**src/rtl/core/slms_pkg.sv**
```systemverilog
`timescale 1ns / 1ps
// ----------------------------------------------------------------------------
// slms_pkg
// Shared types, residue codes and helpers for the liability motif scanner.
// ----------------------------------------------------------------------------
package slms_pkg;

    // Longest run that the position counter follows before it saturates.
    localparam int MAX_LEN = 256;
    localparam int COUNT_W = $clog2(MAX_LEN + 1);

    // Findings that one item can leave in the result queue.
    localparam int NUM_SLOTS = 6;

    localparam logic [1:0] CHAIN_UNSUPPORTED = 2'd3;

    // One-letter amino acid codes in ASCII.
    localparam logic [7:0] RES_A = 8'h41;
    localparam logic [7:0] RES_C = 8'h43;
    localparam logic [7:0] RES_D = 8'h44;
    localparam logic [7:0] RES_G = 8'h47;
    localparam logic [7:0] RES_H = 8'h48;
    localparam logic [7:0] RES_K = 8'h4B;
    localparam logic [7:0] RES_M = 8'h4D;
    localparam logic [7:0] RES_N = 8'h4E;
    localparam logic [7:0] RES_P = 8'h50;
    localparam logic [7:0] RES_S = 8'h53;
    localparam logic [7:0] RES_T = 8'h54;
    localparam logic [7:0] RES_W = 8'h57;

    // Conserved cysteine numbers.
    localparam logic [7:0] CYS_NUM_FIRST  = 8'd23;
    localparam logic [7:0] CYS_NUM_SECOND = 8'd104;

    localparam logic [1:0] SPAN_MARKER = 2'd0;
    localparam logic [1:0] SPAN_SINGLE = 2'd1;
    localparam logic [1:0] SPAN_PAIR   = 2'd2;
    localparam logic [1:0] SPAN_TRIPLE = 2'd3;

    typedef enum logic [3:0] {
        KIND_NONE       = 4'd0,
        KIND_OXIDATION  = 4'd1,
        KIND_TS         = 4'd2,
        KIND_DEAMID_LOW = 4'd3,
        KIND_NDP        = 4'd4,
        KIND_ISOMER     = 4'd5,
        KIND_DEAMID_HI  = 4'd6,
        KIND_DEAMID_MOD = 4'd7,
        KIND_GLYCO      = 4'd8,
        KIND_CYS        = 4'd9,
        KIND_BAD_CHAIN  = 4'd10
    } kind_t;

    typedef struct packed {
        logic [7:0] start_index;
        logic [1:0] span_length;
        kind_t      liability_kind;
    } finding_t;

    // One residue as the window keeps it.
    typedef struct packed {
        logic [7:0] residue;
        logic       scanned;
        logic       in_cdr;
        logic       cys_ok;
    } entry_t;

    // Findings of one judged residue: the CDR single/pair motif and the
    // three-residue motif (glycosylation or cysteine).
    typedef struct packed {
        logic     pair_valid;
        finding_t pair;
        logic     extra_valid;
        finding_t extra;
    } judge_out_t;

    // Everything one item hands to the result queue.
    typedef struct packed {
        logic [NUM_SLOTS-1:0] mask;
        finding_t [NUM_SLOTS-1:0] slot;
        logic last;
    } result_set_t;

    function automatic logic [7:0] sat_index(input logic [COUNT_W-1:0] v);
        logic [7:0] r;
        if (32'(v) > 32'd255) begin
            r = 8'hFF;
        end else begin
            r = 8'(v);
        end
        return r;
    endfunction

endpackage

```
**src/rtl/core/slms_judge.sv**
```systemverilog
`timescale 1ns / 1ps
// ----------------------------------------------------------------------------
// slms_judge
// Motif checks for one residue against the residues that follow it.
// ----------------------------------------------------------------------------
module slms_judge (
    input  slms_pkg::entry_t     entry,
    input  logic                 has1,
    input  logic [7:0]           r1,
    input  logic                 has2,
    input  logic [7:0]           r2,
    input  logic [7:0]           start_index,
    output slms_pkg::judge_out_t result
);

    logic [7:0]     r0;
    logic           pair_hit;
    logic [1:0]     pair_span;
    slms_pkg::kind_t pair_kind;
    logic           glyco_hit;
    logic           cys_hit;

    assign r0 = entry.residue;

    // The CDR motifs are mutually exclusive, so one slot is enough.
    always_comb begin
        pair_hit  = 1'b0;
        pair_span = slms_pkg::SPAN_PAIR;
        pair_kind = slms_pkg::KIND_NONE;
        if (entry.scanned && entry.in_cdr) begin
            if (r0 == slms_pkg::RES_M || r0 == slms_pkg::RES_W) begin
                pair_hit  = 1'b1;
                pair_span = slms_pkg::SPAN_SINGLE;
                pair_kind = slms_pkg::KIND_OXIDATION;
            end else if (has1) begin
                if (r0 == slms_pkg::RES_T && r1 == slms_pkg::RES_S) begin
                    pair_hit  = 1'b1;
                    pair_kind = slms_pkg::KIND_TS;
                end else if (r1 == slms_pkg::RES_N && (r0 == slms_pkg::RES_S ||
                             r0 == slms_pkg::RES_T || r0 == slms_pkg::RES_K)) begin
                    pair_hit  = 1'b1;
                    pair_kind = slms_pkg::KIND_DEAMID_LOW;
                end else if ((r0 == slms_pkg::RES_N || r0 == slms_pkg::RES_D) &&
                             r1 == slms_pkg::RES_P) begin
                    pair_hit  = 1'b1;
                    pair_kind = slms_pkg::KIND_NDP;
                end else if (r0 == slms_pkg::RES_D && (r1 == slms_pkg::RES_D ||
                             r1 == slms_pkg::RES_G || r1 == slms_pkg::RES_H ||
                             r1 == slms_pkg::RES_S || r1 == slms_pkg::RES_T)) begin
                    pair_hit  = 1'b1;
                    pair_kind = slms_pkg::KIND_ISOMER;
                end else if (r0 == slms_pkg::RES_N && (r1 == slms_pkg::RES_G ||
                             r1 == slms_pkg::RES_S)) begin
                    pair_hit  = 1'b1;
                    pair_kind = slms_pkg::KIND_DEAMID_HI;
                end else if (r0 == slms_pkg::RES_N && (r1 == slms_pkg::RES_A ||
                             r1 == slms_pkg::RES_H || r1 == slms_pkg::RES_N ||
                             r1 == slms_pkg::RES_T)) begin
                    pair_hit  = 1'b1;
                    pair_kind = slms_pkg::KIND_DEAMID_MOD;
                end
            end
        end
    end

    assign glyco_hit = entry.scanned && has2 && r0 == slms_pkg::RES_N &&
                       r1 != slms_pkg::RES_P &&
                       (r2 == slms_pkg::RES_S || r2 == slms_pkg::RES_T);
    assign cys_hit   = entry.scanned && r0 == slms_pkg::RES_C && !entry.cys_ok;

    always_comb begin
        result.pair_valid                = pair_hit;
        result.pair.start_index          = start_index;
        result.pair.span_length          = pair_span;
        result.pair.liability_kind       = pair_kind;
        result.extra_valid               = glyco_hit || cys_hit;
        result.extra.start_index         = start_index;
        result.extra.span_length         = slms_pkg::SPAN_TRIPLE;
        result.extra.liability_kind      = glyco_hit ? slms_pkg::KIND_GLYCO
                                                     : slms_pkg::KIND_CYS;
    end

endmodule

```
**src/rtl/core/slms_result_queue.sv**
```systemverilog
`timescale 1ns / 1ps
// ----------------------------------------------------------------------------
// slms_result_queue
// Result register holding one item's findings, sent out one per transaction.
// ----------------------------------------------------------------------------
module slms_result_queue (
    input  logic                  aclk,
    input  logic                  aresetn,
    input  logic                  load,
    input  slms_pkg::result_set_t set_in,
    output logic                  load_ready,
    output logic                  out_valid,
    input  logic                  out_ready,
    output slms_pkg::finding_t    out_finding,
    output logic                  out_last
);

    logic [slms_pkg::NUM_SLOTS-1:0]       mask_reg;
    logic [slms_pkg::NUM_SLOTS-1:0]       mask_next;
    slms_pkg::finding_t [slms_pkg::NUM_SLOTS-1:0] slot_reg;
    logic                                 last_reg;
    logic [slms_pkg::NUM_SLOTS-1:0]       head;
    logic [slms_pkg::NUM_SLOTS-1:0]       mask_after;
    logic                                 taken;

    // Lowest pending slot goes out first; slots are in file order.
    assign head       = mask_reg & (~mask_reg + slms_pkg::NUM_SLOTS'(1));
    assign out_valid  = |mask_reg;
    assign taken      = out_valid && out_ready;
    assign mask_after = taken ? (mask_reg & ~head) : mask_reg;
    assign load_ready = (mask_after == '0);
    assign out_last   = last_reg && ((mask_reg & ~head) == '0);

    always_comb begin
        out_finding = '0;
        for (int i = 0; i < slms_pkg::NUM_SLOTS; i++) begin
            if (head[i]) begin
                out_finding = out_finding | slot_reg[i];
            end
        end
    end

    assign mask_next = (load && load_ready) ? set_in.mask : mask_after;

    always_ff @(posedge aclk) begin
        if (!aresetn) begin
            mask_reg <= '0;
        end else begin
            mask_reg <= mask_next;
        end
    end

    always_ff @(posedge aclk) begin
        if (load && load_ready) begin
            slot_reg <= set_in.slot;
            last_reg <= set_in.last;
        end
    end

endmodule

```
**src/rtl/core/sequence_liability_motif_scanner.sv**
```systemverilog
`timescale 1ns / 1ps
// ----------------------------------------------------------------------------
// sequence_liability_motif_scanner
// Streaming scan of antibody residues for chemical liability motifs.
// ----------------------------------------------------------------------------
// Path: an accepted residue passes the input register, then the result
// register, before its first finding can leave.
// Throughput: one residue per cycle while each residue yields at most one
// finding and m_tready is high; a residue with several findings holds the
// result register until all are out; the port moves one finding per cycle.
// Reset: aresetn is synchronous and active low; it empties both registers,
// clears the window and the position counter and sets chain_kind to heavy.
// ----------------------------------------------------------------------------
module sequence_liability_motif_scanner (
    input  logic        aclk,
    input  logic        aresetn,
    // Configuration: chain_kind.
    input  logic        cfg_we,
    input  logic [1:0]  cfg_wdata,
    // Residue stream.
    input  logic        s_tvalid,
    output logic        s_tready,
    // [7:0] residue, [8] scanned, [9] in_cdr, [17:10] number_position,
    // [18] has_insertion, [23:19] zero.
    input  logic [23:0] s_tdata,
    input  logic        s_tlast,     // seq_end
    // Findings stream.
    output logic        m_tvalid,
    input  logic        m_tready,
    // [7:0] start_index, [9:8] span_length, [15:10] zero.
    output logic [15:0] m_tdata,
    // [3:0] liability_kind.
    output logic [3:0]  m_tuser,
    output logic        m_tlast      // final_of_sequence
);

    // The input register holds one accepted residue until the result register
    // can take its findings. The window and counter describe the residues
    // before it and advance only when that residue is processed.
    logic                          in_valid_reg;
    logic [23:0]                   in_data_reg;
    logic                          in_end_reg;
    logic [1:0]                    chain_kind_reg;
    slms_pkg::entry_t [1:0]        win_reg;
    logic [slms_pkg::COUNT_W-1:0]  count_reg;

    logic                          accept;
    logic                          process;
    logic                          load_ready;
    slms_pkg::entry_t              cur;
    logic                          bad_chain;
    logic                          has_w0;
    logic                          has_w1;
    logic                          en0;
    logic                          en1;
    logic                          en2;
    slms_pkg::judge_out_t          j0;
    slms_pkg::judge_out_t          j1;
    slms_pkg::judge_out_t          j2;
    slms_pkg::result_set_t         set;
    slms_pkg::finding_t            out_finding;
    logic [7:0]                    idx0;
    logic [7:0]                    idx1;
    logic [7:0]                    idx2;

    assign s_tready = !in_valid_reg || load_ready;
    assign accept   = s_tvalid && s_tready;
    assign process  = in_valid_reg && load_ready;

    always_ff @(posedge aclk) begin
        if (!aresetn) begin
            in_valid_reg <= 1'b0;
        end else if (accept) begin
            in_valid_reg <= 1'b1;
        end else if (process) begin
            in_valid_reg <= 1'b0;
        end
    end

    always_ff @(posedge aclk) begin
        if (accept) begin
            in_data_reg <= s_tdata;
            in_end_reg  <= s_tlast;
        end
    end

    always_ff @(posedge aclk) begin
        if (!aresetn) begin
            chain_kind_reg <= 2'd0;
        end else if (cfg_we) begin
            chain_kind_reg <= cfg_wdata;
        end
    end

    // A cysteine is expected at positions 23 and 104 when no insertion letter
    // is attached to the number.
    always_comb begin
        cur.residue = in_data_reg[7:0];
        cur.scanned = in_data_reg[8];
        cur.in_cdr  = in_data_reg[9];
        cur.cys_ok  = !in_data_reg[18] &&
                      (in_data_reg[17:10] == slms_pkg::CYS_NUM_FIRST ||
                       in_data_reg[17:10] == slms_pkg::CYS_NUM_SECOND);
    end

    assign bad_chain = (chain_kind_reg == slms_pkg::CHAIN_UNSUPPORTED);
    assign has_w0    = (count_reg >= slms_pkg::COUNT_W'(2));
    assign has_w1    = (count_reg != '0);

    // The oldest window entry is judged on every residue once both of its
    // followers exist. At the end of a sequence the younger entry and the
    // current residue are judged too, with only the followers that exist.
    assign en0 = has_w0 && !bad_chain;
    assign en1 = in_end_reg && has_w1 && !bad_chain;
    assign en2 = in_end_reg && !bad_chain;

    assign idx0 = slms_pkg::sat_index(count_reg - slms_pkg::COUNT_W'(2));
    assign idx1 = slms_pkg::sat_index(count_reg - slms_pkg::COUNT_W'(1));
    assign idx2 = slms_pkg::sat_index(count_reg);

    slms_judge u_judge_oldest (
        .entry       (win_reg[0]),
        .has1        (1'b1),
        .r1          (win_reg[1].residue),
        .has2        (1'b1),
        .r2          (cur.residue),
        .start_index (idx0),
        .result      (j0)
    );

    slms_judge u_judge_middle (
        .entry       (win_reg[1]),
        .has1        (1'b1),
        .r1          (cur.residue),
        .has2        (1'b0),
        .r2          (8'd0),
        .start_index (idx1),
        .result      (j1)
    );

    slms_judge u_judge_current (
        .entry       (cur),
        .has1        (1'b0),
        .r1          (8'd0),
        .has2        (1'b0),
        .r2          (8'd0),
        .start_index (idx2),
        .result      (j2)
    );

    // Slots are laid out in file order: per residue its motif finding and
    // then its three-residue finding. An unsupported chain reports a single
    // error at the end; a sequence without findings ends with a marker.
    always_comb begin
        set.slot[0] = j0.pair;
        set.slot[1] = j0.extra;
        set.slot[2] = j1.pair;
        set.slot[3] = j1.extra;
        set.slot[4] = j2.pair;
        set.slot[5] = j2.extra;
        set.mask    = {j2.extra_valid && en2, j2.pair_valid && en2,
                       j1.extra_valid && en1, j1.pair_valid && en1,
                       j0.extra_valid && en0, j0.pair_valid && en0};
        set.last    = in_end_reg;
        if (in_end_reg && bad_chain) begin
            set.mask                   = slms_pkg::NUM_SLOTS'(1);
            set.slot[0].start_index    = 8'd0;
            set.slot[0].span_length    = slms_pkg::SPAN_MARKER;
            set.slot[0].liability_kind = slms_pkg::KIND_BAD_CHAIN;
        end else if (in_end_reg && set.mask == '0) begin
            set.mask                   = slms_pkg::NUM_SLOTS'(1);
            set.slot[0].start_index    = idx2;
            set.slot[0].span_length    = slms_pkg::SPAN_MARKER;
            set.slot[0].liability_kind = slms_pkg::KIND_NONE;
        end
    end

    // The window shifts on every processed residue but a sequence end, also for
    // an unsupported chain, and returns to its reset state at a sequence end.
    always_ff @(posedge aclk) begin
        if (!aresetn) begin
            win_reg   <= '0;
            count_reg <= '0;
        end else if (process) begin
            if (in_end_reg) begin
                win_reg   <= '0;
                count_reg <= '0;
            end else begin
                win_reg[0] <= win_reg[1];
                win_reg[1] <= cur;
                if (32'(count_reg) < slms_pkg::MAX_LEN) begin
                    count_reg <= count_reg + slms_pkg::COUNT_W'(1);
                end
            end
        end
    end

    slms_result_queue u_result_queue (
        .aclk        (aclk),
        .aresetn     (aresetn),
        .load        (process),
        .set_in      (set),
        .load_ready  (load_ready),
        .out_valid   (m_tvalid),
        .out_ready   (m_tready),
        .out_finding (out_finding),
        .out_last    (m_tlast)
    );

    assign m_tdata = {6'd0, out_finding.span_length, out_finding.start_index};
    assign m_tuser = out_finding.liability_kind;

endmodule

```
**config.mk**
```make
export PLATFORM = sky130hd
export DESIGN_NAME = sequence_liability_motif_scanner
export DESIGN_NICKNAME = d
export VERILOG_FILES = /design/src/rtl/core/slms_pkg.sv /design/src/rtl/core/slms_judge.sv /design/src/rtl/core/slms_result_queue.sv /design/src/rtl/core/sequence_liability_motif_scanner.sv
export SDC_FILE = /design/constraint.sdc
export NUM_CORES = 1
export LEC_CHECK = 0
export BUFFER_PORTS_ARGS = -buffer_cell sky130_fd_sc_hd__buf_2
export CAP_MARGIN = 20
export CELL_PAD_IN_SITES_DETAIL_PLACEMENT = 0
export CELL_PAD_IN_SITES_GLOBAL_PLACEMENT = 1
export CORE_ASPECT_RATIO = 1.25
export CORE_UTILIZATION = 50
export DETAILED_ROUTE_END_ITERATION = 16
export PLACE_DENSITY = 0.95
export SLEW_MARGIN = 5
export SYNTH_ARGS = -nofsm -noshare
export SYNTH_HDL_FRONTEND = slang
export SYNTH_SLANG_ARGS = --single-unit
```
**constraint.sdc**
```tcl
create_clock -name aclk -period 6.26 [get_ports aclk]
set_clock_uncertainty 0.05 [all_clocks]
set_input_delay 0.313 -clock aclk [delete_from_list [all_inputs] [get_ports aclk]]
set_output_delay 0.313 -clock aclk [all_outputs]
set_load 0.02 [all_outputs]
```
# == Word level (Yosys, flattened, before mapping) ==
# Cells that the tools add are included.
# word_totals
ff_bits,115
inputBits,32
output_inout_bits,23
wordCells,235
# op_classes
add_sub_neg,4
magnitude_cmp,5
n_eq_ne,35
n_mux,57
bitwise_logic,11
reduce_logical,91
# op_table
operator,n
$eq 8x7->1 const B,32
$mux 14,7
$or 14x14->14,5
$logic_and 1x1->1,42
$logic_or 1x1->1,29
$mux 4,7
$gt 9x8->1 const B,3
$mux 6,4
$mux 1,23
$mux 22,1
$logic_not 6->1,3
$mux 9,2
$mux 8,2
$mux 3,5
$and 6x6->6,2
$mux 2,6
$not 6->6,2
$reduce_or 6->1,2
$add 9x1->9 const B,1
$ge 9x2->1 const B,1
$lt 9x9->1 const B,1
$reduce_bool 9->1,1
$sub 9x1->9 const B,1
$sub 9x2->9 const B,1
12 further kinds,20

# == Logic depth before layout (Yosys ltp) ==
# Gate-level depths: netlist of the first run.
# depth
ltp_word,19
mapped_depth,12
depth_no_buf,10

# == Hierarchy ==
# Synthesis of the first run repeated with hierarchy kept, for this count alone.
# unflattened
hier_cells,837
hier_area_um2,8583.2
# modules_own_cells
module,n_inst,cells_per_inst,area_each_um2,seq_area_each_um2
slms_result_queue,1,206,3477.1,2672.6
sequence_liability_motif_scanner,1,331,3004.1,1281.2
slms_judge,3,100,700.7,0.0

# == Least setup slack after synthesis of the first run ==
# Ideal clock, no wire load.
# synth_timing
kind,flip-flop to flip-flop
startpoint,register u_result_queue.mask_reg[4] in the netlist's numbering
endpoint,register u_result_queue.last_reg (enable)
setup_time_ns,0.430
t_arrival_ns,2.793
required_ns,5.780
path_slack_ns,2.987
stages_incl_launch_ff,8
n_path_buf,2
synth_period_minus_slack_ns,3.273
path_cell_list,dfxtp_1 -> clkbuf_1 -> maj3_1 -> o22ai_1 -> and3b_1 -> o21ai_1 -> inv_1 -> clkbuf_1
# synth_between
elab_chain_cells,9
elab_cells_between_ends,11
cone_classes,add/sub: 1; mux: 1; bitwise: 4; reduce/logical: 5
# synth_rtl
item,line,rtl
start: declaration,slms_result_queue.sv:18,logic [slms_pkg::NUM_SLOTS-1:0] mask_reg;
start signal: assignment,slms_result_queue.sv:49,mask_reg <= mask_next;
$not 6->6,slms_result_queue.sv:27,assign head = mask_reg & (~mask_reg + slms_pkg::NUM_SLOTS'(1));
$add 6x1->6,slms_result_queue.sv:27,
$and 6x6->6,slms_result_queue.sv:27,
$not 6->6,slms_result_queue.sv:30,assign mask_after = taken ? (mask_reg & ~head) : mask_reg;
$and 6x6->6,slms_result_queue.sv:30,
$mux 6 *,slms_result_queue.sv:30,
$logic_not 6->1 *,slms_result_queue.sv:31,assign load_ready = (mask_after == '0);
$logic_and 1x1->1 *,sequence_liability_motif_scanner.sv:68,assign process = in_valid_reg && load_ready;
named net process,sequence_liability_motif_scanner.sv:48,logic process;
$logic_and 1x1->1 *,slms_result_queue.sv:54,if (load && load_ready) begin
end signal: assignment,slms_result_queue.sv:56,last_reg <= set_in.last;
end: declaration,slms_result_queue.sv:21,logic last_reg;
# The timed path passes the listed nets; every way through them passes the cells marked *.
# A chain may end at the register's enable or synchronous reset.

# == Worst setup path after layout of the first run ==
# layout_timing
startpoint,register count_reg[1] in the netlist's numbering
endpoint,register u_result_queue.slot_reg[10] in the netlist's numbering (data pin)
# layout_between
elab_chain_cells,7
elab_cells_between_ends,17
cone_classes,add/sub: 1; order compare: 3; mux: 3; reduce/logical: 10
# layout_rtl
item,line,rtl
start: declaration,sequence_liability_motif_scanner.sv:45,logic [slms_pkg::COUNT_W-1:0] count_reg;
start signal: assignment,sequence_liability_motif_scanner.sv:192,count_reg <= count_reg + slms_pkg::COUNT_W'(1);
"parallel branches: the longest is 6 deep, another holds $sub 9x2->9",--,
$mux 14 *,sequence_liability_motif_scanner.sv:170,end else if (in_end_reg && set.mask == '0) begin
end signal: assignment,slms_result_queue.sv:55,slot_reg <= set_in.slot;
end: declaration,slms_result_queue.sv:20,slms_pkg::finding_t [slms_pkg::NUM_SLOTS-1:0] slot_reg;
# Mark *: on every way between the ends.

==> implementation parameters, run 1 <==
Parameter                              Value

Worst setup path
  Crit Reg-Reg Startpoint    count_reg[1]$_SDFFE_PN0P_
  WP data arrival    3.29 ns
  Crit path max fanout    12
  Critical Path RT    around 6.4 ns
  Kind of critical path    flop to flop
  Crit path launch    count_reg[1]$_SDFFE_PN0P_
  Startpoint Class    flop
  Worst-path cell chain    inv_1 > ha_1 > o22a_1 > or4_1 > nor2_1 > o31ai_1 > and3_1 > and2_4 > a221oi_1
  Sort of element at the end of the critical path    flop
  Slowest cell on the critical path    sky130_fd_sc_hd__or4_1
  Slowest cell delay on critical path    slightly below 0.6 ns

Power and ir drop
  Leakage power of the design    approximately 2.3 nW
  Switching part of the total    24.8%
  Part of the total power dissipated in combinational logic    a little under 8%
  Power per unit of standard cell area    228 nW/µm²
  Sequential fraction of design power    53.7%
  P_int    between 0.001 and 0.0015 W
  Share of total power in the clock network    between 30% and 40%
  Net switching component of the power    approximately 0.00037 W
  Max rail drop VDD    roughly 0.14 mV

Die
  # rows    44
  Die width    100 µm
  Die Outline Area    approximately 12000 µm²
  DIE HEIGHT    125 µm
  Placeable Area    about 12000 µm²
  Count of pins on the block boundary    55
  Starting utilization of the core area    ~51%

Synthesis
  #FFs+latches synth    between 100 and 150
  Async S/R FF share, synth    0%
  Leading register cell type out of synthesis    sky130_fd_sc_hd__edfxtp_1
  Number of enable flip-flop cells after synthesis    67
  Dominant cell type by area after synthesis    sky130_fd_sc_hd__edfxtp_1
  Sequential area share after synthesis    between 40 and 50%
  Library cell with the highest instance count after synthesis    sky130_fd_sc_hd__nand2_1
  Netlist area before placement    roughly 6000 µm²
  Cells after Synth    between 600 and 700
  Commonest cells post-synth    sky130_fd_sc_hd__nand2_1, sky130_fd_sc_hd__edfxtp_1, sky130_fd_sc_hd__nor2_1
  Library cells used by synthesis    80
  Synth warn    0
  Largest cells by area after synthesis    sky130_fd_sc_hd__edfxtp_1, sky130_fd_sc_hd__dfxtp_1, sky130_fd_sc_hd__nand2_1
  Top cell type's share of synthesized area    around a third
  Post-synthesis area per instance    between 9 and 10 µm²

Global route
  Pin count of the biggest net entering global routing    77
  Number of antenna violations at the first check in global routing    0
  Wire length of the first global-routing pass    around 22000 µm
  Overall fraction of global-route tracks in use    between 20% and 30%
  Vias in the first global route    4551
  Global route total overflow    0

Clock tree
  CTS clock-pin slew for the worst setup and hold paths    approximately 0.08 ns
  Num CTS Buffers    9
  Clock latency of the later-clocked register in the worst-skew pair    about 0.36 ns
  Root cell of the clock tree    sky130_fd_sc_hd__clkbuf_16
  Number of hold buffers added after CTS    0
  TritonCTS sink count    ~110
  Number of cells upsized or downsized after cts    0
  H-tree Lvls    3
  Clock tree from TritonCTS    built
  Number of buffers on the longest clock path    2
  Setup Fix Bufs, Post-CTS    0

Final layout
  Antenna diodes    0
  Number of flip-flops in the largest register    46
  Area Overhead vs Synth    8.37%
  Total non-filler cell area in the finished layout    between 6000 and 7000 µm²
  Total Nets Final    between 700 and 800
  Share of layout cells above drive strength 1    12.4%

Drt
  Post-Route WL    about 13000 µm
  First drt pass iteration count    9
  Number of nets still failing antenna checks after routing    0
  DRC violation count after routing    0
  Initial detailed-routing violation count    between 400 and 500
  Average wire per standard cell    16.3 µm
  Total via count in the routed design    approximately 4800
  Vias per cell    5.81

Run status
  Result of the run    complete, no violations

STA
  RSZ-0062 raised after global routing    no
  Clock period minus final worst setup slack    3.17 ns
  Achievable Freq    315 MHz
  Hold slack    0.0830 ns
  Max-slew violation total from the final report    0
  Least-Margin Pin Slew    ~1.1 ns
  Setup TNS after final layout    0 ns
  Total setup violations reported at the end of the flow    0
  Hold Violations, Final    0
  Share of the clock period used by the worst path    between 50% and 60%
  Slew headroom    between 20% and 30%

Min path
  Hold path startpoint    s_tdata[3]
  Hold Crit Class    primary input to flop

Run
  Max Cap Violations    0

Placed design
  Post-Place Cell Area    approximately 6200 µm²
  IO Port Bufs    43
  Final Wtd Congestion    between 0.8 and 0.9
  HPWL after detailed placement    slightly below 10000 µm
## final timing paths
check | cells past startpoint | end | slack (ns)
worst max-delay path | 9 | u_result_queue.slot_reg[10]$_SDFFCE_PP0P_ | 3.09
worst min-delay path | 1 | in_data_reg[3]$_DFFE_PP_ | 0.08
worst max register to register | 9 | u_result_queue.slot_reg[10]$_SDFFCE_PP0P_ | 3.09
worst min register to register | 2 | win_reg[9]$_SDFFE_PN0P_ | 0.41
## placed cells by master (no fill, tap or decap), types with 9 or more instances in the layout
cell type / n
sky130_fd_sc_hd__nand3_1: 10
sky130_fd_sc_hd__dfxtp_1: 40
sky130_fd_sc_hd__o211ai_1: 10
sky130_fd_sc_hd__buf_2: 43
sky130_fd_sc_hd__xnor2_1: 17
sky130_fd_sc_hd__o21ai_0: 23
sky130_fd_sc_hd__edfxtp_1: 67
sky130_fd_sc_hd__nor3_1: 16
sky130_fd_sc_hd__a21oi_1: 41
sky130_fd_sc_hd__nand4_1: 9
sky130_fd_sc_hd__inv_1: 17
sky130_fd_sc_hd__nor4_1: 9
sky130_fd_sc_hd__clkbuf_16: 10
sky130_fd_sc_hd__nor2b_1: 11
sky130_fd_sc_hd__nand2_1: 115
sky130_fd_sc_hd__ha_1: 9
sky130_fd_sc_hd__nor2_1: 58
## power by group through the flow
| stage | clock (W) | sequential [W] | combinational [W] |
|---|---|---|---|
| 2_1_floorplan | 0 | 0.000797 | 0.000100 |
| 3_5_place_dp | 0 | 0.000815 | 0.000114 |
| 4_1_cts | 0.000584 | 0.000798 | 0.000114 |
| 3_3_place_gp | 0 | 0.000813 | 0.000110 |
| 6_report | 0.000574 | 0.000799 | 0.000114 |
| 5_1_grt | 0.000615 | 0.000803 | 0.000126 |
## worst max-delay path, delay by kind of cell (launching register included)
kind	cells	cell delay, ns
AND/OR/NAND/NOR	4	1.28
AO/OA/AOI/OAI	3	0.58
flip-flops	1	0.55
adder cells (fa/ha/maj)	1	0.31
buffers and inverters	1	0.21
## kinds of logic (layout without fill, tap and decap cells)
kind of cell / count (synthesis) / count (layout) / synth area share, %
AOI/OAI and AO/OA: 141 / 141 / 16.1
xor gates and xnor gates: 24 / 24 / 3.50
adders and majority gates: 10 / 10 / 2.04
buffers and inverters: 68 / 81 / 5.60
DFF: 107 / 107 / 46.8
muxes: 5 / 5 / 0.854
other: 1 / 6 / 0.0624
and+or+nand+nor: 294 / 294 / 25.0
## cell type report
| class | count | area (µm²) |
|---|---|---|
| clock inverter | 5 | 48.8 |
| clock buffer | 11 | 254 |
| sequential | 107 | 2810 |
| fill | 1060 | 5160 |
| multi-input combinational | 480 | 2880 |
| tap | 161 | 201 |
| timing repair buffer | 47 | 245 |
| inverter | 18 | 67.6 |
## per-stage QoR
step           utilization, %  setup slack, ns  total power, W  std cells
2_1_floorplan               -             2.99        0.000898        655
3_3_place_gp             53.2             3.26        0.000923        813
3_5_place_dp             53.2             3.15        0.000928        813
4_1_cts                  55.8             3.10         0.00150        829
5_1_grt                  55.8             2.81         0.00154        829
6_report                 55.8             3.09         0.00149        829
## routing by layer
layer | wire length [µm] | track usage (%) | vias up
met5 | 0 | 0 | -
met4 | 358 | 9.72 | 0
met2 | 6870 | 38.0 | 153
li1 | - | - | 2368
met1 | 5560 | 29.4 | 2269
met3 | 692 | 2.58 | 25
No activity file was read; power rests on OpenSTA's default activity.
==> inputs of run 2 (changes only) <==
- ABC_AREA: not set -> 1
- CORE_UTILIZATION: 50 -> 45
- PLACE_DENSITY: 0.95 -> 0.91
- clock period: 6.26 -> 3.2 ns (I/O delays scaled with it)
==> implementation parameters, run 2 <==
Parameter                              Value

Run status
  Result of the run    complete, no violations

Clock tree
  CTS clock-pin slew for the worst setup and hold paths    0.08 ns (about the same)
  TritonCTS sink count    107 (unchanged)
  Number of buffers on the longest clock path    2 (unchanged)
  H-tree Lvls    3 (unchanged)
  Setup Fix Bufs, Post-CTS    0 (unchanged)
  Root cell of the clock tree    sky130_fd_sc_hd__clkbuf_16
  Number of cells upsized or downsized after cts    0 (unchanged)
  Num CTS Buffers    9 (unchanged)
  Clock latency of the later-clocked register in the worst-skew pair    0.36 ns (about the same)
  Clock tree from TritonCTS    built

Synthesis
  Synth warn    0 (unchanged)
  Dominant cell type by area after synthesis    sky130_fd_sc_hd__edfxtp_1
  Area fraction in compound gates after synthesis    10.9% (-5.2 points)
  Post-synthesis area per instance    8.13 µm² (-12%)
  XOR/XNOR share of the synthesized area    2.11% (-1.4 points)
  Largest cells by area after synthesis    sky130_fd_sc_hd__edfxtp_1, sky130_fd_sc_hd__dfxtp_1, sky130_fd_sc_hd__nand2_1
  Commonest cells post-synth    sky130_fd_sc_hd__nand2_1, sky130_fd_sc_hd__nor2_1, sky130_fd_sc_hd__inv_1
  Adder-cell share of the synthesized area    2.11% (+0.072 points)
  Mux share of post-synthesis cell area    0% (-0.85 points)
  Top cell type's share of synthesized area    34.7% (+1.2 points)
  Cells after Synth    714 (+9.8%)
  Library cells used by synthesis    46 (-43%)
  Main combinational cell family by area after synthesis    simple AND/OR/NAND/NOR gates
  Number of enable flip-flop cells after synthesis    67 (unchanged)
  Leading register cell type out of synthesis    sky130_fd_sc_hd__edfxtp_1
  #FFs+latches synth    107 (unchanged)
  Sequential area share after synthesis    48.5% (+1.6 points)
  Netlist area before placement    5800 µm² (-3.4%)
  Library cell with the highest instance count after synthesis    sky130_fd_sc_hd__nand2_1
  Async S/R FF share, synth    0% (unchanged)
  Synthesized-area fraction occupied by and/or/nand/nor cells    27.7% (+2.7 points)

Global route
  Vias in the first global route    4563 (+0.26%)
  Wire length of the first global-routing pass    21400 µm (-4.4%)
  Overall fraction of global-route tracks in use    20.1% (-2.5 points)
  Number of antenna violations at the first check in global routing    0 (unchanged)
  Pin count of the biggest net entering global routing    51 (-34%)
  Global route total overflow    0 (unchanged)

Final layout
  Share of layout cells above drive strength 1    11.5% (-0.95 points)
  Area Overhead vs Synth    15.3%
  Commonest cells after routing, fill and taps aside    sky130_fd_sc_hd__nand2_1, sky130_fd_sc_hd__nor2_1, sky130_fd_sc_hd__inv_1
  Antenna diodes    0 (unchanged)
  Number of flip-flops in the largest register    46 (unchanged)
  Post-layout instance count excluding filler cells    952 (+15%)
  Total Nets Final    820 (+16%)
  Commonest non-fill, non-tap cell in the layout    sky130_fd_sc_hd__nand2_1
  Total non-filler cell area in the finished layout    6690 µm² (+2.8%)

Placed design
  IO Port Bufs    43 (unchanged)
  Post-Place Cell Area    6150 µm² (-0.87%)
  HPWL after detailed placement    9440 µm (-1.8%)
  Final Wtd Congestion    0.899 (+3.3%)
  Dpl cells    914 (+12%)

Drt
  Number of nets still failing antenna checks after routing    0 (unchanged)
  First drt pass iteration count    5 (-4)
  Total via count in the routed design    4877 (+1.3%)
  Vias per cell    5.12 (-12%)
  Post-Route WL    12800 µm (-5.0%)
  Average wire per standard cell    13.4 µm (-17%)
  Initial detailed-routing violation count    314 (-22%)
  DRC violation count after routing    0 (unchanged)

Worst setup path
  Worst reg-to-reg setup slack    0.55 ns (-2.54 ns)
  Endpoint of the most critical register-to-register path    u_result_queue.mask_reg[2]$_SDFF_PN0_
  Kind of critical path    flop to output pin
  Sort of element at the end of the critical path    output pin
  Critical Path RT    2.99 ns (-3.38 ns)
  WP data arrival    2.47 ns (-0.82 ns)
  Startpoint Class    flop
  Crit Reg-Reg Startpoint    u_result_queue.mask_reg[1]$_SDFF_PN0_
  Crit path max fanout    15 (+3)
  R2R depth    8 (-1)

STA
  Hold slack    0.0384 ns (-0.0446 ns)
  Achievable Freq    374 MHz
  Clock period minus final worst setup slack    2.68 ns
  Setup TNS after final layout    0 ns (unchanged)
  Total setup violations reported at the end of the flow    0 (unchanged)
  Least-Margin Pin Slew    0.698 ns (-0.383 ns)
  Slew headroom    53.1% (+26 points)
  Max-slew violation total from the final report    0 (unchanged)
  Hold Violations, Final    0 (unchanged)
  RSZ-0062 raised after global routing    no
  Share of the clock period used by the worst path    a little over four fifths

Die
  Die width    104 µm (+3.5%)
  Count of pins on the block boundary    55 (unchanged)
  Starting utilization of the core area    46.0% (-5.4 points)
  Die Outline Area    13400 µm² (+7.2%)
  Placeable Area    12600 µm² (+8.0%)
  DIE HEIGHT    129 µm (+3.5%)
  # rows    46 (+4.5%)

Power and ir drop
  Max rail drop VDD    0.260 mV (+85%)
  Leakage power of the design    2.82 nW (+20%)
  Power per unit of standard cell area    466 nW/µm² (+100%)

Min path
  Worst hold path endpoint    chain_kind_reg[0]$_SDFFE_PN0P_
  Number of cells on the worst hold path    3 (+2)
  Hold Crit Class    primary input to flop
  Hold path startpoint    cfg_we

Run
  Max Cap Violations    0 (unchanged)
run 2: cell types whose count changed after synthesis, moves of 13 or more:
cell,previous run,this run
sky130_fd_sc_hd__nand3_1,10,52
sky130_fd_sc_hd__nor2_1,58,125
sky130_fd_sc_hd__clkbuf_1,20,5
sky130_fd_sc_hd__nand2_1,115,165
sky130_fd_sc_hd__xnor2_1,17,1
sky130_fd_sc_hd__a211oi_1,3,16
sky130_fd_sc_hd__inv_1,18,88
sky130_fd_sc_hd__a21oi_1,41,25
run 2: worst max path at each step:
stage	slack, ns	to	cells after the start	start
after floorplan	0.10	in_data_reg[0]$_DFFE_PP_	13	u_result_queue.mask_reg[0]$_SDFF_PN0_
after global placement	0.67	in_data_reg[7]$_DFFE_PP_	11	u_result_queue.mask_reg[1]$_SDFF_PN0_
after detailed placement	0.59	u_result_queue.mask_reg[2]$_SDFF_PN0_	8	u_result_queue.mask_reg[1]$_SDFF_PN0_
after CTS	0.56	u_result_queue.mask_reg[2]$_SDFF_PN0_	8	u_result_queue.mask_reg[1]$_SDFF_PN0_
after global routing	0.33	in_data_reg[1]$_DFFE_PP_	8	u_result_queue.mask_reg[1]$_SDFF_PN0_
final	0.52	s_tready	6	u_result_queue.mask_reg[1]$_SDFF_PN0_
run 2: metrics by stage:
stage | setup slack [ns] | power, W | util (%)
after floorplan | 0.103 | 0.00186 | -
after global placement | 0.670 | 0.00194 | 48.8
after detailed placement | 0.590 | 0.00195 | 48.8
after CTS | 0.564 | 0.00314 | 53.1
after global routing | 0.326 | 0.00324 | 53.1
final | 0.523 | 0.00312 | 53.1
run 2: cell families after synthesis:
group	count (synthesis)
and+or+nand+nor	378
buffers and inverters	116
DFF	107
AOI/OAI and AO/OA	88
xor gates and xnor gates	14
adders and majority gates	10
other	1
run 2: cell type report:
type	instances	area [µm²]
clock buffer	9	225
multi-input combinational	496	2510
tap	168	210
inverter	93	349
sequential	107	2810
timing repair buffer	72	488
fill	1169	5910
clock inverter	7	92.6
run 2: power by group:
part           total (W)  switching [W]  internal, W
logic           0.000367       0.000240     0.000127
registers        0.00158      0.0000431      0.00153
clock network    0.00117       0.000544     0.000629
total            0.00312       0.000826      0.00229
run 2: timing repair:
item	CTS	global route
setup endpoints to repair	0	0
endpoints found under the hold margin	22	0
hold buffers	22	0
run 2: routing by layer:
layer / global-route usage (%) / part of all wire, %
met2: 33.6 / 47
met4: 8.78 / 2.0
met1: 25.6 / 45
met5: 0 / 0
met3: 3.80 / 5.1
run 2: critical path, cell delays in order (launching register included):
cell and delay, ns:
sky130_fd_sc_hd__dfxtp_1 0.52, sky130_fd_sc_hd__nor2_4 0.24, sky130_fd_sc_hd__nand2_4 0.10, sky130_fd_sc_hd__o21ai_0 0.38, sky130_fd_sc_hd__nand3_2 0.22, sky130_fd_sc_hd__o21ai_0 0.40, sky130_fd_sc_hd__buf_2 0.25
==> inputs of run 3 (changes only) <==
- CORE_UTILIZATION: 45 -> 40
- PLACE_DENSITY: 0.91 -> 0.87
- clock period: 3.2 -> 2.2 ns (I/O delays scaled with it)
==> implementation parameters, run 3 (synthesis results as in run 2) <==
Parameter                              Value

Run status
  Result of the run    complete, no violations

Drt
  DRC violation count after routing    0 (unchanged)
  Average wire per standard cell    13.4 µm (-0.70%)
  Post-Route WL    13600 µm (+6.4%)
  First drt pass iteration count    4 (-1)
  Vias per cell    4.92 (-4.0%)
  Number of nets still failing antenna checks after routing    0 (unchanged)
  Initial detailed-routing violation count    289 (-8.0%)
  Total via count in the routed design    5018 (+2.9%)

Placed design
  Final Wtd Congestion    0.852 (-5.2%)
  IO Port Bufs    43 (unchanged)
  Dpl cells    968 (+5.9%)
  Post-Place Setup Slack    0.0231 ns (-0.567 ns)
  HPWL after detailed placement    9560 µm (+1.2%)

STA
  Worst-case setup margin in the final layout    0.0252 ns (-0.498 ns)
  Share of the clock period used by the worst path    98.9%
  Total setup violations reported at the end of the flow    0 (unchanged)
  Max-slew violation total from the final report    0 (unchanged)
  Clock period minus final worst setup slack    2.17 ns
  Achievable Freq    460 MHz
  RSZ-0062 raised after global routing    yes
  Hold slack    0.0141 ns (-0.0243 ns)
  Hold Violations, Final    0 (unchanged)

Global route
  Number of antenna violations at the first check in global routing    0 (unchanged)
  Global route total overflow    0 (unchanged)
  Overall fraction of global-route tracks in use    18.6% (-1.5 points)
  Pin count of the biggest net entering global routing    38 (-25%)
  Vias in the first global route    4604 (+0.90%)
  Wire length of the first global-routing pass    21500 µm (+0.74%)

Clock tree
  Number of buffers on the longest clock path    2 (unchanged)
  Num CTS Buffers    9 (unchanged)
  Clock latency of the later-clocked register in the worst-skew pair    0.35 ns (about the same)
  TritonCTS sink count    107 (unchanged)
  Root cell of the clock tree    sky130_fd_sc_hd__clkbuf_16
  CTS clock-pin slew for the worst setup and hold paths    0.08 ns (about the same)
  Clock tree from TritonCTS    built
  H-tree Lvls    3 (unchanged)

Worst setup path
  Cell family with most CP delay    simple AND/OR/NAND/NOR gates
  Slowest cell on the critical path    sky130_fd_sc_hd__edfxtp_1
  Number of buffers and inverters on the critical path    1 (unchanged)
  Sort of element at the end of the critical path    flop
  Worst reg-to-reg setup slack    0.03 ns (-0.52 ns)
  Crit path max fanout    5 (-10)
  Worst-path cell chain    nor2_2 > nand2_1 > nor2_2 > nor2_1 > nand2_1 > nand2_1 > nand2_1 > nor2_1 > nand3_1 > nand2_2 > nand3_4 > clkbuf_16 > nand2_4 > nand2_2 > nor2_1
  Startpoint Class    flop
  WP data arrival    2.24 ns (-0.23 ns)
  Critical Path RT    2.27 ns (-0.72 ns)
  Slowest cell delay on critical path    0.47 ns (-0.05 ns)
  Crit path top cell by count    sky130_fd_sc_hd__nand2_1
  Kind of critical path    flop to flop

Final layout
  Number of flip-flops in the largest register    46 (unchanged)
  Post-layout instance count excluding filler cells    1020 (+7.1%)
  Fillers    1252 (+7.1%)
  Antenna diodes    0 (unchanged)
  Commonest non-fill, non-tap cell in the layout    sky130_fd_sc_hd__nand2_1
  Commonest cells after routing, fill and taps aside    sky130_fd_sc_hd__nand2_1, sky130_fd_sc_hd__nor2_1, sky130_fd_sc_hd__inv_1
  Total Nets Final    881 (+7.4%)
  Area Overhead vs Synth    30.9%
  Share of layout cells above drive strength 1    26.7% (+15 points)

Die
  Placeable Area    14000 µm² (+11%)
  Starting utilization of the core area    41.5% (-4.6 points)
  Die Outline Area    15000 µm² (+12%)
  DIE HEIGHT    137 µm (+6.0%)
  Count of pins on the block boundary    55 (unchanged)
  # rows    48 (+4.3%)
  Die width    110 µm (+5.9%)

Power and ir drop
  Max rail drop VDD    0.478 mV (+84%)
  Power per unit of standard cell area    606 nW/µm² (+30%)
  Leakage power of the design    3.22 nW (+14%)

Run
  Max Cap Violations    0 (unchanged)

Min path
  Hold Crit Class    primary input to flop
## run 3: area by class of cell
cell class | count | area, µm² | share of cell area, %
Clock buffer | 9 | 225 | 2.97
Clock inverter | 7 | 73.8 | 0.972
Inverter | 93 | 349 | 4.60
Multi-Input combinational cell | 496 | 2780 | 36.5
Sequential cell | 107 | 2820 | 37.2
Tap cell | 175 | 219 | 2.88
Timing Repair Buffer | 133 | 1130 | 14.9
## run 3: power by group
| part | switching (W) | internal, W | total (W) | leakage (nW) |
|---|---|---|---|---|
| sequential | 0.0000565 | 0.00223 | 0.00229 | 0.907 |
| clock | 0.000811 | 0.000811 | 0.00162 | 0.148 |
| combinational | 0.000405 | 0.000288 | 0.000693 | 2.17 |
## run 3: repair_timing
item	in CTS	in global routing
resized for setup	2	90
pin swaps	0	27
buffers inserted	0	9
endpoints found under the hold margin	22	0
cloned	0	3
endpoints found under the setup margin	1	45
hold buffers	24	0
## run 3: layer usage
metal | routed length, µm | track usage (%)
met1 | 6160 | 24.6
met2 | 6780 | 31.3
met3 | 500 | 2.43
met4 | 186 | 6.07
met5 | 0 | 0
## run 3: metrics by stage
step                      utilization [%]  setup TNS, ns  cell area [µm²]  total power, W
final                                54.3              0             7590         0.00460
after global routing                 54.3          -1.08             7590         0.00478
after CTS                            51.5              0             7210         0.00455
after detailed placement             47.6              0             6660         0.00292
after global placement               47.6              0             6660         0.00291
after floorplan                         -          -3.38             5860         0.00271
## run 3: worst paths after layout
kind / start / depth (start not counted) / to
setup / recovery: in_data_reg[1]$_DFFE_PP_ / 15 / u_result_queue.slot_reg[11]$_SDFFCE_PP0P_
hold / removal: s_tvalid / 3 / in_valid_reg$_SDFFE_PN0P_
setup reg to reg: in_data_reg[1]$_DFFE_PP_ / 15 / u_result_queue.slot_reg[11]$_SDFFCE_PP0P_
hold reg to reg: win_reg[10]$_SDFFE_PN0P_ / 2 / win_reg[10]$_SDFFE_PN0P_
## run 3: worst register-to-register path: cells and delay by family, from the launching register on
family / cells / cell delay (ns)
DFF: 1 / 0.47
buffers and inverters: 1 / 0.19
and+or+nand+nor: 14 / 1.24
